### src/rtl/core/sblm_pkg.sv
`timescale 1ns / 1ps
// ----------------------------------------------------------------------------
// sblm_pkg
// Shared sizes, register codes, tables and types of the band level meter.
// ----------------------------------------------------------------------------
package sblm_pkg;

  // block sizing
  localparam int BANDS       = 32;
  localparam int FFT_BINS    = 2048;
  localparam int ATTEN_START = 21;
  localparam int MAG_WIDTH   = 24;

  // field widths
  localparam int EDGE_W     = 12;
  localparam int SLOT_W     = 6;
  localparam int BAND_W     = 5;
  localparam int LEVEL_W    = 16;
  localparam int FLOOR_W    = 15;
  localparam int GAIN_W     = 16;
  localparam int KEEP_W     = 9;
  localparam int DEPTH_W    = 16;
  localparam int CFG_IDX_W  = 3;
  localparam int CFG_DATA_W = 16;

  // derived widths
  localparam int CB_W    = $clog2(BANDS + 1);
  localparam int EA_W    = $clog2(BANDS + 1);
  localparam int SM_AW   = $clog2(BANDS);
  localparam int CNT_W   = $clog2(FFT_BINS + 1);
  localparam int CMP_W   = (CNT_W > EDGE_W) ? CNT_W : EDGE_W;
  localparam int P_W     = $clog2(MAG_WIDTH);
  localparam int L2_W    = $clog2(MAG_WIDTH - 8) + 8;
  localparam int DB_W    = L2_W + 3;
  localparam int DIFF_W  = (DB_W > FLOOR_W) ? DB_W : FLOOR_W;
  localparam int PA_W    = DEPTH_W + BAND_W;
  localparam int FAC_W   = LEVEL_W + 1;
  localparam int SMP_W   = KEEP_W + LEVEL_W;

  // 20*log10(2) in Q8
  localparam int DB_MUL = 1541;

  // attenuation slope divider as reciprocal multiply, exact for all inputs
  localparam int ATT_ON    = (BANDS > ATTEN_START) ? 1 : 0;
  localparam int ATT_DIV   = (BANDS > ATTEN_START) ? (BANDS - ATTEN_START) : 1;
  localparam int RECIP_SH  = 27;
  localparam int RECIP_W   = 28;
  localparam logic [RECIP_W-1:0] RECIP =
    RECIP_W'(((longint'(1) << RECIP_SH) + longint'(ATT_DIV) - 1) / longint'(ATT_DIV));
  localparam logic [FAC_W-1:0] FAC_ONE = FAC_W'(1) << LEVEL_W;

  // input item kinds
  localparam logic MODE_LOAD = 1'b0;
  localparam logic MODE_BIN  = 1'b1;

  // register indexes
  localparam logic [CFG_IDX_W-1:0] CFG_FLOOR = CFG_IDX_W'(0);
  localparam logic [CFG_IDX_W-1:0] CFG_GAIN  = CFG_IDX_W'(1);
  localparam logic [CFG_IDX_W-1:0] CFG_KEEP  = CFG_IDX_W'(2);
  localparam logic [CFG_IDX_W-1:0] CFG_DEPTH = CFG_IDX_W'(3);

  // register reset values
  localparam logic [FLOOR_W-1:0] FLOOR_RST = FLOOR_W'(2560);
  localparam logic [GAIN_W-1:0]  GAIN_RST  = GAIN_W'(1872);
  localparam logic [KEEP_W-1:0]  KEEP_RST  = KEEP_W'(192);
  localparam logic [DEPTH_W-1:0] DEPTH_RST = DEPTH_W'(26214);

  // round(256*log2(1+k/32))
  localparam logic [7:0] LOG2_FRAC [32] = '{
    8'd0,   8'd11,  8'd22,  8'd33,  8'd44,  8'd54,  8'd63,  8'd73,
    8'd82,  8'd92,  8'd100, 8'd109, 8'd118, 8'd126, 8'd134, 8'd142,
    8'd150, 8'd157, 8'd165, 8'd172, 8'd179, 8'd186, 8'd193, 8'd200,
    8'd207, 8'd213, 8'd220, 8'd226, 8'd232, 8'd238, 8'd244, 8'd250
  };

  typedef struct packed {
    logic [FLOOR_W-1:0] floor_q8;
    logic [GAIN_W-1:0]  gain_q16;
    logic [DEPTH_W-1:0] depth_q16;
  } lvl_cfg_t;

endpackage

### src/rtl/core/sblm_if.sv
`timescale 1ns / 1ps
// ----------------------------------------------------------------------------
// sblm channel interfaces
// Bin/edge input channel, band result channel and register write channel.
// ----------------------------------------------------------------------------
interface sblm_item_if import sblm_pkg::*; ();
  logic              valid;
  logic              ready;
  logic              mode;
  logic [SLOT_W-1:0] edge_slot;
  logic [EDGE_W-1:0] edge_bin;
  logic [MAG_WIDTH-1:0] magnitude;
  logic              last_bin;

  modport source (output valid, mode, edge_slot, edge_bin, magnitude, last_bin,
                  input ready);
  modport sink   (input valid, mode, edge_slot, edge_bin, magnitude, last_bin,
                  output ready);
endinterface

interface sblm_result_if import sblm_pkg::*; ();
  logic               valid;
  logic               ready;
  logic [BAND_W-1:0]  band;
  logic [LEVEL_W-1:0] level;
  logic               last_band;

  modport source (output valid, band, level, last_band, input ready);
  modport sink   (input valid, band, level, last_band, output ready);
endinterface

interface sblm_cfg_if import sblm_pkg::*; ();
  logic                  valid;
  logic                  ready;
  logic [CFG_IDX_W-1:0]  index;
  logic [CFG_DATA_W-1:0] data;

  modport source (output valid, index, data, input ready);
  modport sink   (input valid, index, data, output ready);
endinterface

### src/rtl/core/sblm_ram.sv
`timescale 1ns / 1ps
// ----------------------------------------------------------------------------
// sblm_ram
// Simple dual-port RAM, one write port, one read port with registered data.
// ----------------------------------------------------------------------------
module sblm_ram #(
  parameter int WIDTH = 16,
  parameter int DEPTH = 32
) (
  input  logic                     clk,
  input  logic                     wr_en,
  input  logic [$clog2(DEPTH)-1:0] wr_addr,
  input  logic [WIDTH-1:0]         wr_data,
  input  logic                     rd_en,
  input  logic [$clog2(DEPTH)-1:0] rd_addr,
  output logic [WIDTH-1:0]         rd_data
);

  logic [WIDTH-1:0] mem [DEPTH];

  always_ff @(posedge clk) begin
    if (wr_en) begin
      mem[wr_addr] <= wr_data;
    end
    if (rd_en) begin
      rd_data <= mem[rd_addr];
    end
  end

endmodule

### src/rtl/core/sblm_level.sv
`timescale 1ns / 1ps
// ----------------------------------------------------------------------------
// sblm_level
// Seven-stage pipeline from band peak magnitude to attenuated 0..1 level:
// log2 by leading one and table, dB scale, floor and gain, band attenuation.
// ----------------------------------------------------------------------------
module sblm_level import sblm_pkg::*; (
  input  logic                 clk,
  input  logic                 rst,
  input  logic                 start,
  input  logic [MAG_WIDTH-1:0] mag,
  input  logic [BAND_W-1:0]    band,
  input  lvl_cfg_t             cfg,
  output logic                 done,
  output logic [LEVEL_W-1:0]   level
);

  logic [6:0] vld;

  // stage 1: leading one
  logic [P_W-1:0]       lead;
  logic [P_W-1:0]       r1_p;
  logic [MAG_WIDTH-1:0] r1_mag;
  logic                 r1_small;
  logic [BAND_W-1:0]    r1_band;

  // stage 2: log2 in Q8
  logic [MAG_WIDTH-1:0] shifted;
  logic [4:0]           frac_idx;
  logic [L2_W-1:0]      l2;
  logic [L2_W-1:0]      r2_l2;
  logic                 r2_small;
  logic [BAND_W-1:0]    r2_band;

  // stage 3: decibels
  logic [L2_W+10:0]     prod_db;
  logic [DB_W-1:0]      r3_db;
  logic                 r3_small;
  logic [BAND_W-1:0]    r3_band;

  // stage 4: floor and gain
  logic                        above;
  logic [DIFF_W-1:0]           diff;
  logic [DIFF_W+GAIN_W-1:0]    prod_g;
  logic [LEVEL_W-1:0]          lvl_g;
  logic [LEVEL_W-1:0]          r4_lvl;
  logic [BAND_W-1:0]           r4_band;

  // stage 5: attenuation product
  logic                 att_on;
  logic [BAND_W-1:0]    att_d;
  logic [PA_W-1:0]      r5_prod;
  logic [LEVEL_W-1:0]   r5_lvl;

  // stage 6: divide by slope span, factor
  logic [PA_W+RECIP_W-1:0] prod_r;
  logic [PA_W+RECIP_W-RECIP_SH-1:0] drop;
  logic [FAC_W-1:0]     fac;
  logic [FAC_W-1:0]     r6_fac;
  logic [LEVEL_W-1:0]   r6_lvl;

  // stage 7: apply factor
  logic [LEVEL_W+FAC_W-1:0] prod_f;

  always_comb begin
    lead = '0;
    for (int i = 0; i < MAG_WIDTH; i++) begin
      if (mag[i]) begin
        lead = P_W'(i);
      end
    end
  end

  // index bits are the five below the leading one
  assign shifted  = r1_mag >> (r1_p - P_W'(5));
  assign frac_idx = shifted[4:0];
  assign l2       = {(L2_W-8)'(r1_p - P_W'(8)), LOG2_FRAC[frac_idx]};

  assign prod_db = (L2_W+11)'(r2_l2) * (L2_W+11)'(DB_MUL);

  assign above  = !r3_small && (DIFF_W'(r3_db) > DIFF_W'(cfg.floor_q8));
  assign diff   = DIFF_W'(r3_db) - DIFF_W'(cfg.floor_q8);
  assign prod_g = (DIFF_W+GAIN_W)'(diff) * (DIFF_W+GAIN_W)'(cfg.gain_q16);
  always_comb begin
    if (!above) begin
      lvl_g = '0;
    end else if (|prod_g[DIFF_W+GAIN_W-1:LEVEL_W+8]) begin
      lvl_g = '1;
    end else begin
      lvl_g = prod_g[LEVEL_W+7:8];
    end
  end

  assign att_on = (ATT_ON != 0) && (r4_band >= BAND_W'(ATTEN_START));
  assign att_d  = att_on ? (r4_band - BAND_W'(ATTEN_START)) : '0;

  assign prod_r = (PA_W+RECIP_W)'(r5_prod) * (PA_W+RECIP_W)'(RECIP);
  assign drop   = prod_r[PA_W+RECIP_W-1:RECIP_SH];
  assign fac    = (|drop[$bits(drop)-1:LEVEL_W]) ? '0
                                                 : FAC_ONE - FAC_W'(drop[LEVEL_W-1:0]);

  assign prod_f = (LEVEL_W+FAC_W)'(r6_lvl) * (LEVEL_W+FAC_W)'(r6_fac);

  always_ff @(posedge clk) begin
    if (rst) begin
      vld <= '0;
    end else begin
      vld <= {vld[5:0], start};
    end
  end

  always_ff @(posedge clk) begin
    r1_p     <= lead;
    r1_mag   <= mag;
    r1_small <= ~|mag[MAG_WIDTH-1:8];
    r1_band  <= band;

    r2_l2    <= l2;
    r2_small <= r1_small;
    r2_band  <= r1_band;

    r3_db    <= prod_db[L2_W+10:8];
    r3_small <= r2_small;
    r3_band  <= r2_band;

    r4_lvl   <= lvl_g;
    r4_band  <= r3_band;

    r5_prod  <= PA_W'(cfg.depth_q16) * PA_W'(att_d);
    r5_lvl   <= r4_lvl;

    r6_fac   <= fac;
    r6_lvl   <= r5_lvl;

    level    <= prod_f[2*LEVEL_W-1:LEVEL_W];
  end

  assign done = vld[6];

endmodule

### src/rtl/core/spectrum_band_level_meter.sv
`timescale 1ns / 1ps
// ----------------------------------------------------------------------------
// spectrum_band_level_meter
// Groups FFT magnitude bins into bands by a loaded edge table, keeps each
// band's peak and emits a smoothed dB level per band when it closes.
// ----------------------------------------------------------------------------
// an edge load is taken in the idle state; a bin that closes no band reads
//   the edge table three times (upper, lower, upper edge) through its single read port
// each closed band adds the 7-stage level pipeline, smoothing read-modify-write and
//   result load, then an edge re-read outside the frame-end flush
// reset clears registers, frame state and smoothed-level valid bits; the
//   edge table holds no reset value and must be loaded before bins arrive
module spectrum_band_level_meter import sblm_pkg::*; (
  input  logic           clk,
  input  logic           rst,
  sblm_item_if.sink      item,
  sblm_result_if.source  result,
  sblm_cfg_if.sink       cfg
);

  typedef enum logic [3:0] {
    S_IDLE, S_RD_HI, S_CMP_HI, S_RD_LO, S_CMP_LO, S_FIN, S_EMIT, S_WAIT, S_PUT
  } state_t;

  state_t state;

  // registers
  logic [FLOOR_W-1:0] floor_q8;
  logic [GAIN_W-1:0]  gain_q16;
  logic [KEEP_W-1:0]  keep_q8;
  logic [DEPTH_W-1:0] depth_q16;

  // frame state
  logic [CNT_W-1:0]     bin_cnt;
  logic [CB_W-1:0]      cur_band;
  logic [MAG_WIDTH-1:0] band_max;

  // item in flight
  logic [MAG_WIDTH-1:0] item_mag;
  logic                 item_last;
  logic [CNT_W-1:0]     item_j;
  logic                 item_live;
  logic                 phase_b;
  logic                 flushing;

  logic [BANDS-1:0]     sm_valid;
  logic                 old_valid;
  logic [SMP_W-1:0]     p_old;
  logic [SMP_W-1:0]     p_new;

  logic                 res_valid;
  logic [BAND_W-1:0]    res_band;
  logic [LEVEL_W-1:0]   res_level;
  logic                 res_last;

  // combinational, plus RAM and level pipeline outputs
  logic                 item_xfer;
  logic                 edge_wr;
  logic                 edge_rd_en;
  logic [EA_W-1:0]      edge_rd_addr;
  logic [EDGE_W-1:0]    edge_rd;
  logic [SM_AW-1:0]     sm_addr;
  logic [LEVEL_W-1:0]   sm_rd;
  logic [CB_W-1:0]      cb_inc;
  logic                 more_bands;
  logic [CNT_W-1:0]     thr;
  logic                 hit_hi;
  logic                 hit_lo;
  logic [KEEP_W-1:0]    keep_sat;
  logic [KEEP_W-1:0]    keep_inv;
  logic [LEVEL_W-1:0]   old_lvl;
  logic [SMP_W-1:0]     sm_sum;
  logic [LEVEL_W-1:0]   new_lvl;
  logic                 put_ok;
  logic                 lvl_done;
  logic [LEVEL_W-1:0]   lvl_out;
  lvl_cfg_t             lvl_cfg;

  assign item_xfer = item.valid && item.ready;
  assign item.ready = (state == S_IDLE);
  assign edge_wr = item_xfer && (item.mode == MODE_LOAD)
                   && (item.edge_slot <= SLOT_W'(BANDS));

  assign edge_rd_en   = (state == S_RD_HI) || (state == S_RD_LO);
  assign edge_rd_addr = (state == S_RD_HI) ? EA_W'(cur_band + CB_W'(1)) : EA_W'(cur_band);

  assign sm_addr    = SM_AW'(cur_band);
  assign cb_inc     = cur_band + CB_W'(1);
  assign more_bands = cb_inc < CB_W'(BANDS);

  // after the bin counts, bands ending at j+1 close too
  assign thr    = phase_b ? (item_j + CNT_W'(1)) : item_j;
  assign hit_hi = CMP_W'(thr) >= CMP_W'(edge_rd);
  assign hit_lo = CMP_W'(item_j) >= CMP_W'(edge_rd);

  assign keep_sat = keep_q8[KEEP_W-1] ? KEEP_W'(256) : keep_q8;
  assign keep_inv = KEEP_W'(256) - keep_sat;
  assign old_lvl  = old_valid ? sm_rd : '0;
  assign sm_sum   = p_old + p_new;
  assign new_lvl  = sm_sum[LEVEL_W+7:8];
  assign put_ok   = !res_valid || result.ready;

  assign lvl_cfg.floor_q8  = floor_q8;
  assign lvl_cfg.gain_q16  = gain_q16;
  assign lvl_cfg.depth_q16 = depth_q16;

  sblm_ram #(
    .WIDTH (EDGE_W),
    .DEPTH (BANDS + 1)
  ) u_edge_ram (
    .clk     (clk),
    .wr_en   (edge_wr),
    .wr_addr (EA_W'(item.edge_slot)),
    .wr_data (item.edge_bin),
    .rd_en   (edge_rd_en),
    .rd_addr (edge_rd_addr),
    .rd_data (edge_rd)
  );

  sblm_ram #(
    .WIDTH (LEVEL_W),
    .DEPTH (BANDS)
  ) u_level_ram (
    .clk     (clk),
    .wr_en   ((state == S_PUT) && put_ok),
    .wr_addr (sm_addr),
    .wr_data (new_lvl),
    .rd_en   (state == S_EMIT),
    .rd_addr (sm_addr),
    .rd_data (sm_rd)
  );

  sblm_level u_level (
    .clk   (clk),
    .rst   (rst),
    .start (state == S_EMIT),
    .mag   (band_max),
    .band  (BAND_W'(cur_band)),
    .cfg   (lvl_cfg),
    .done  (lvl_done),
    .level (lvl_out)
  );

  always_ff @(posedge clk) begin
    if (rst) begin
      floor_q8  <= FLOOR_RST;
      gain_q16  <= GAIN_RST;
      keep_q8   <= KEEP_RST;
      depth_q16 <= DEPTH_RST;
    end else if (cfg.valid) begin
      case (cfg.index)
        CFG_FLOOR: floor_q8  <= cfg.data[FLOOR_W-1:0];
        CFG_GAIN:  gain_q16  <= cfg.data[GAIN_W-1:0];
        CFG_KEEP:  keep_q8   <= cfg.data[KEEP_W-1:0];
        CFG_DEPTH: depth_q16 <= cfg.data[DEPTH_W-1:0];
        default: ;
      endcase
    end
  end

  assign cfg.ready = 1'b1;

  always_ff @(posedge clk) begin
    if (rst) begin
      state     <= S_IDLE;
      bin_cnt   <= '0;
      cur_band  <= '0;
      band_max  <= '0;
      phase_b   <= 1'b0;
      flushing  <= 1'b0;
      sm_valid  <= '0;
      res_valid <= 1'b0;
    end else begin
      // a put in the same cycle reloads the result register
      if (res_valid && result.ready && (state != S_PUT)) begin
        res_valid <= 1'b0;
      end
      case (state)
        S_IDLE: begin
          if (item.valid && (item.mode == MODE_BIN)) begin
            item_mag  <= item.magnitude;
            item_last <= item.last_bin;
            item_j    <= bin_cnt;
            item_live <= bin_cnt < CNT_W'(FFT_BINS);
            phase_b   <= 1'b0;
            if ((bin_cnt < CNT_W'(FFT_BINS)) && (cur_band < CB_W'(BANDS))) begin
              state <= S_RD_HI;
            end else begin
              state <= S_FIN;
            end
          end
        end
        S_RD_HI: state <= S_CMP_HI;
        S_CMP_HI: begin
          if (hit_hi) begin
            state <= S_EMIT;
          end else if (!phase_b) begin
            state <= S_RD_LO;
          end else begin
            state <= S_FIN;
          end
        end
        S_RD_LO: state <= S_CMP_LO;
        S_CMP_LO: begin
          if (hit_lo && (item_mag > band_max)) begin
            band_max <= item_mag;
          end
          phase_b <= 1'b1;
          state   <= S_RD_HI;
        end
        S_FIN: begin
          if (!item_last) begin
            if (item_live) begin
              bin_cnt <= item_j + CNT_W'(1);
            end
            state <= S_IDLE;
          end else if (cur_band < CB_W'(BANDS)) begin
            // counter returns to zero once the flush ends
            flushing <= 1'b1;
            state    <= S_EMIT;
          end else begin
            bin_cnt  <= '0;
            cur_band <= '0;
            band_max <= '0;
            state    <= S_IDLE;
          end
        end
        S_EMIT: begin
          old_valid <= sm_valid[sm_addr];
          state     <= S_WAIT;
        end
        S_WAIT: begin
          if (lvl_done) begin
            p_old <= SMP_W'(keep_sat) * SMP_W'(old_lvl);
            p_new <= SMP_W'(keep_inv) * SMP_W'(lvl_out);
            state <= S_PUT;
          end
        end
        S_PUT: begin
          if (put_ok) begin
            res_valid         <= 1'b1;
            res_band          <= BAND_W'(cur_band);
            res_level         <= new_lvl;
            res_last          <= (cur_band == CB_W'(BANDS - 1));
            sm_valid[sm_addr] <= 1'b1;
            band_max          <= '0;
            if (flushing && !more_bands) begin
              // frame done: back to the first bin and band
              flushing <= 1'b0;
              bin_cnt  <= '0;
              cur_band <= '0;
              state    <= S_IDLE;
            end else begin
              cur_band <= cb_inc;
              if (flushing) begin
                state <= S_EMIT;
              end else if (more_bands) begin
                state <= S_RD_HI;
              end else begin
                state <= S_FIN;
              end
            end
          end
        end
        default: state <= S_IDLE;
      endcase
    end
  end

  assign result.valid     = res_valid;
  assign result.band      = res_band;
  assign result.level     = res_level;
  assign result.last_band = res_last;

  a_band_range: assert property (@(posedge clk) disable iff (rst)
    cur_band <= CB_W'(BANDS))
    else $error("band index past last band");

  a_bin_sat: assert property (@(posedge clk) disable iff (rst)
    bin_cnt <= CNT_W'(FFT_BINS))
    else $error("bin counter past saturation");

  a_level_done: assert property (@(posedge clk) disable iff (rst)
    lvl_done |-> (state == S_WAIT))
    else $error("level pipeline finished outside wait");

  a_put: assert property (@(posedge clk) disable iff (rst)
    ((state == S_PUT) && put_ok) |=> (res_valid && (band_max == '0)))
    else $error("band close did not load result or clear peak");

  a_bin_busy: assert property (@(posedge clk) disable iff (rst)
    (item_xfer && (item.mode == MODE_BIN)) |=> (state != S_IDLE))
    else $error("bin transfer left the sequencer idle");

endmodule
### src/flat_wrapper.sv
// flat-port wrapper written by rule: the top's interface ports become plain ports
module spectrum_band_level_meter_flat import sblm_pkg::*;
  (clk, rst, item_valid, item_mode, item_edge_slot, item_edge_bin, item_magnitude, item_last_bin, item_ready, result_valid, result_band, result_level, result_last_band, result_ready, cfg_valid, cfg_index, cfg_data, cfg_ready);
  sblm_item_if item_i ();
  sblm_result_if result_i ();
  sblm_cfg_if cfg_i ();
  input  logic clk;
  input  logic rst;
  input wire logic [$bits(item_i.valid)-1:0] item_valid;
  input wire logic [$bits(item_i.mode)-1:0] item_mode;
  input wire logic [$bits(item_i.edge_slot)-1:0] item_edge_slot;
  input wire logic [$bits(item_i.edge_bin)-1:0] item_edge_bin;
  input wire logic [$bits(item_i.magnitude)-1:0] item_magnitude;
  input wire logic [$bits(item_i.last_bin)-1:0] item_last_bin;
  output wire logic [$bits(item_i.ready)-1:0] item_ready;
  output wire logic [$bits(result_i.valid)-1:0] result_valid;
  output wire logic [$bits(result_i.band)-1:0] result_band;
  output wire logic [$bits(result_i.level)-1:0] result_level;
  output wire logic [$bits(result_i.last_band)-1:0] result_last_band;
  input wire logic [$bits(result_i.ready)-1:0] result_ready;
  input wire logic [$bits(cfg_i.valid)-1:0] cfg_valid;
  input wire logic [$bits(cfg_i.index)-1:0] cfg_index;
  input wire logic [$bits(cfg_i.data)-1:0] cfg_data;
  output wire logic [$bits(cfg_i.ready)-1:0] cfg_ready;
  assign item_i.valid = item_valid;
  assign item_i.mode = item_mode;
  assign item_i.edge_slot = item_edge_slot;
  assign item_i.edge_bin = item_edge_bin;
  assign item_i.magnitude = item_magnitude;
  assign item_i.last_bin = item_last_bin;
  assign item_ready = item_i.ready;
  assign result_valid = result_i.valid;
  assign result_band = result_i.band;
  assign result_level = result_i.level;
  assign result_last_band = result_i.last_band;
  assign result_i.ready = result_ready;
  assign cfg_i.valid = cfg_valid;
  assign cfg_i.index = cfg_index;
  assign cfg_i.data = cfg_data;
  assign cfg_ready = cfg_i.ready;
  spectrum_band_level_meter u_core (.clk(clk), .rst(rst), .item(item_i), .result(result_i), .cfg(cfg_i));
endmodule
### config.mk
export PLATFORM = sky130hd
export DESIGN_NAME = spectrum_band_level_meter_flat
export DESIGN_NICKNAME = d
export VERILOG_FILES = /design/src/rtl/core/sblm_pkg.sv /design/src/rtl/core/sblm_if.sv /design/src/rtl/core/sblm_ram.sv /design/src/rtl/core/sblm_level.sv /design/src/rtl/core/spectrum_band_level_meter.sv /design/src/flat_wrapper.sv
export SDC_FILE = /design/constraint.sdc
export NUM_CORES = 2
export LEC_CHECK = 0
export BUFFER_PORTS_ARGS = -buffer_cell sky130_fd_sc_hd__buf_2
export CORE_MARGIN = 5
export CORE_UTILIZATION = 27
export CTS_BUF_LIST = sky130_fd_sc_hd__clkbuf_8
export CTS_CLUSTER_DIAMETER = 80
export DETAILED_ROUTE_END_ITERATION = 10
export RECOVER_POWER = 50
export SLEW_MARGIN = 20
export SYNTH_ARGS = -nofsm -noshare
export SYNTH_HDL_FRONTEND = slang
export SYNTH_SLANG_ARGS = --single-unit
### constraint.sdc
create_clock -name clk -period 12.9 [get_ports clk]
set_input_delay 1.29 -clock clk [delete_from_list [all_inputs] [get_ports clk]]
set_output_delay 1.29 -clock clk [all_outputs]
set_load 0.03 [all_outputs]
==> out/summary.log <==
[global_routing] wire length of the first global-routing pass 329000 um
[yosys] dominant register cell in the synthesized netlist edfxtp_1
[timing] fraction of the cycle the final worst path needs 74.7%
[yosys] post-synthesis cell type count 90
[critical_path] Crit path top cell by count fa_1
[cts] number of instances resized during post-cts repair 0
[placement] number of buffer cells added on primary ports 91
[final_layout] Synth-to-Final Area Change 12.0%
[cts] Clock Tree Buf Depth 4
[global_routing] number of antenna violations at the first check in global routing 3
[critical_path] number of cells on the worst reg-to-reg path 34
[final_layout] Final Net Count 8875
[final_layout] most frequent standard cell in the layout excluding fill and tap cells inv_1
[placement] global placement routability congestion 0.855
[yosys] Seq/Total Area, Yosys 42.9%
[yosys] total of warnings raised by yosys 0
[route] WL final 206000 um
[pwr] maximum ir drop on the vdd rail 0.000440 V
[critical_path] register-to-register setup slack 3260 ps
[pwr] leakage power 40.1 nW
[timing] Fin Setup TNS 0 ps
[route] detail-routed via count per cell 4.51
[final_layout] utilization after layout 30.3%
[pwr] total power consumption of the routed design 14.3 mW
[cts] number of buffers inserted during clock tree synthesis 229
[placement] placed wire-length estimate 149000 um
[floorplan] Chip Width 582 um
[critical_path] worst r2r dst u_core.u_level.r4_lvl[14]$_SDFF_PN0_
[yosys] cell area after synthesis 88300 um2
[run] count of maximum capacitance violations 33
[critical_path] r2r startpoint u_core.floor_q8[1]$_SDFFE_PP0P_
[route] antenna-violating nets left 0
[floorplan] Std-Cell Core Area 327000 um2
[yosys] count of mapped cells out of synthesis 7182
[timing] final critical delay including setup and external delays 9640 ps
[route] remaining design rule violation count 0
[pwr] PwrDens 144 nW/um2
[cts] total clock sinks 1370
[route] Routed WL per cell 17.3 um
[outcome] run status finished, violations left
[yosys] Async S/R FF share, synth 0%
[cts] H-Tree Depth 4
[timing] RSZ-0062 raised after global routing false
[critical_path] type of element capturing the critical path flip-flop
[cts] CTS tree done
[critical_path] required time of the critical path 13630 ps
[timing] transition time at the pin with the least slew margin 4020 ps
[floorplan] number of standard-cell rows in the floorplan 210
[global_routing] vias in the first global route 57900
[critical_path] delay of the slowest cell on the worst path 860 ps
[yosys] synthesis-stage register bit count 1370
[route] drt initial violations 3560
[route] Initial DRT Pass Iterations 6
[floorplan] overall die height 582 um
[global_routing] grt total ovfl 0
[floorplan] floorplan die area 339000 um2
[route] total number of vias 53600
[outcome] failing checks max-capacitance violations, max-slew violations
[critical_path] Critical Path Fanout Max 16
[timing] setup violation total in the final timing report 0
[cts] clock tree root driver cell clkbuf_8
[timing] final max-slew violation count 1151
[timing] top achievable clock speed 0.104 GHz
[cts] worst-skew pair later-pin latency 940 ps
[critical_path] Crit Path Category flip-flop to flip-flop
[critical_path] origin of the worst setup path u_core.floor_q8[1]$_SDFFE_PP0P_
[critical_path] crit path to u_core.u_level.r4_lvl[14]$_SDFF_PN0_
[cts] post-CTS setup buffer count 0
[critical_path] crit path max-delay cell type a2111oi_4
[timing] number of failing hold endpoints at the final stage 0
[yosys] number of enable-type register cells in the synthesized netlist 1045
[critical_path] data arrival time at the worst-slack endpoint 10370 ps
[min_path] class of the tightest hold or removal check flip-flop to flip-flop
[critical_path] startpoint type of the worst setup path flip-flop
[yosys] total nets after synthesis 8715
[global_routing] GRT Total Usage 12.1%
[cts] number of buffers inserted for hold repair after clock tree synthesis 0
[timing] Setup Skew 84.2 ps
[final_layout] fraction of layout cells with a size suffix above 1 10.8%
[timing] worst slew margin relative to its limit -168%
[yosys] post-synthesis area per instance 12.3 um2
[cts] clock transition at the register clock pins on the worst setup and hold paths after CTS 60 ps
[global_routing] largest net degree at the start of global routing 111
[floorplan] I/O pin count 93
[floorplan] Initial Utilization 27.0%
[final_layout] leading cell types in the layout, fill and taps excluded 1096 x inv_1, 1045 x edfxtp_1, 775 x fa_1, 771 x nand2_1, 690 x ha_1
[worst max-delay path, delay by kind of cell, from the launching register on]
| kind | cells | cell delay (ps) |
|---|---|---|
| AND/OR/NAND/NOR | 4 | 780 |
| AO/OA/AOI/OAI | 16 | 4180 |
| adder cells (fa/ha/maj) | 8 | 3530 |
| buffers and inverters | 5 | 430 |
| XOR/XNOR | 1 | 150 |
| flip-flops | 1 | 380 |
[sequential cells by signal, indices dropped and copies added, names as in the netlist, 12 cells and up]
register / cells
u_core.u_level_ram.mem: 512
u_core.u_edge_ram.mem: 396
u_core.sm_valid: 32
u_core.band_max: 24
u_core.item_mag: 24
u_core.p_new: 24
u_core.p_old: 24
u_core.u_level.r1_mag: 24
u_core.u_level.r5_prod: 21
u_core.u_level.r6_fac: 17
u_core.depth_q16: 16
u_core.gain_q16: 16
u_core.result.level: 16
u_core.u_level.level: 16
u_core.u_level.r4_lvl: 16
u_core.u_level.r5_lvl: 16
u_core.u_level.r6_lvl: 16
u_core.u_level_ram.rd_data: 16
u_core.floor_q8: 15
u_core.u_level.r3_db: 15
u_core.bin_cnt: 12
u_core.item_j: 12
u_core.u_edge_ram.rd_data: 12
u_core.u_level.r2_l2: 12
[layout make-up]
type	count	area (um2)
multi-input combinational	4511	45900
antenna	2	5.00
tap	4346	5440
sequential	1370	37900
inverter	1024	3840
timing repair buffer	206	1210
fill	32700	228000
clock inverter	171	1180
clock buffer	251	3450
[metal layers]
metal	routed length, um	up-vias	track usage [%]
met4	6600	0	3.85
met2	100000	1321	20.7
met5	0	-	0
met3	10600	312	1.98
met1	89000	27300	15.7
li1	-	24700	-
[cell usage after synthesis, drive strengths merged, types with 63 or more instances]
cell,instances,share of area (%)
and2,353,2.5
a22oi,74,0.63
edfxtp,1045,36
xnor2,132,1.3
nor2,364,1.5
nand2,772,3.3
nor2b,84,0.59
fa,775,18
mux2i,63,0.71
o21ai,92,0.52
clkbuf,223,0.95
ha,690,9.8
nor3,84,0.48
inv,1024,4.4
a21oi,215,1.2
mux4,265,6.8
dfxtp,325,7.4
[where the power goes]
part / leakage, nW / total [mW] / switching (mW) / internal [mW]
sequential: 12.0 / 4.89 / 0.102 / 4.79
clock: 2.65 / 3.88 / 1.78 / 2.10
combinational: 25.4 / 5.52 / 3.18 / 2.34
total: 40.1 / 14.3 / 5.06 / 9.23
[worst min path at each step]
stage / start / endpoint / slack (ps) / cells after the start
after global routing: u_core.u_level.r5_lvl[2]$_DFF_P_ / u_core.u_level.r6_lvl[2]$_DFF_P_ / 330 / 0
after floorplan: u_core.u_level.r1_band[0]$_DFF_P_ / u_core.u_level.r2_band[0]$_DFF_P_ / 310 / 0
final: u_core.u_level.r4_lvl[12]$_SDFF_PN0_ / u_core.u_level.r5_lvl[12]$_DFF_P_ / 320 / 0
after detailed placement: u_core.u_level.r2_band[1]$_DFF_P_ / u_core.u_level.r3_band[1]$_DFF_P_ / 310 / 0
after CTS: u_core.u_level.r5_lvl[11]$_DFF_P_ / u_core.u_level.r6_lvl[11]$_DFF_P_ / 310 / 0
after global placement: u_core.u_level.r3_band[1]$_DFF_P_ / u_core.u_level.r4_band[1]$_DFF_P_ / 310 / 0
[cells by family (layout without fill, tap and decap cells)]
group	after synthesis	count (layout)	share of synthesized area (%)
AOI/OAI and AO/OA	635	635	4.73
xor gates and xnor gates	177	177	1.75
adders and majority gates	1465	1465	27.3
buffers and inverters	1301	1652	5.55
DFF	1370	1370	42.9
muxes	333	333	7.54
other	1	3	0.00424
and+or+nand+nor	1900	1900	10.2
[per-stage QoR]
step           hold slack, ps  instances  instance area (um2)  setup WS [ps]
5_1_grt                   330      11900                98900           2490
3_5_place_dp              312      11500                94400           3370
4_1_cts                   308      11900                99100           3300
2_1_floorplan             310       7182                88300           4280
3_3_place_gp              313      11500                94300           3360
6_report                  317      11900                98900           3260
No activity file was read; power rests on OpenSTA's default activity.
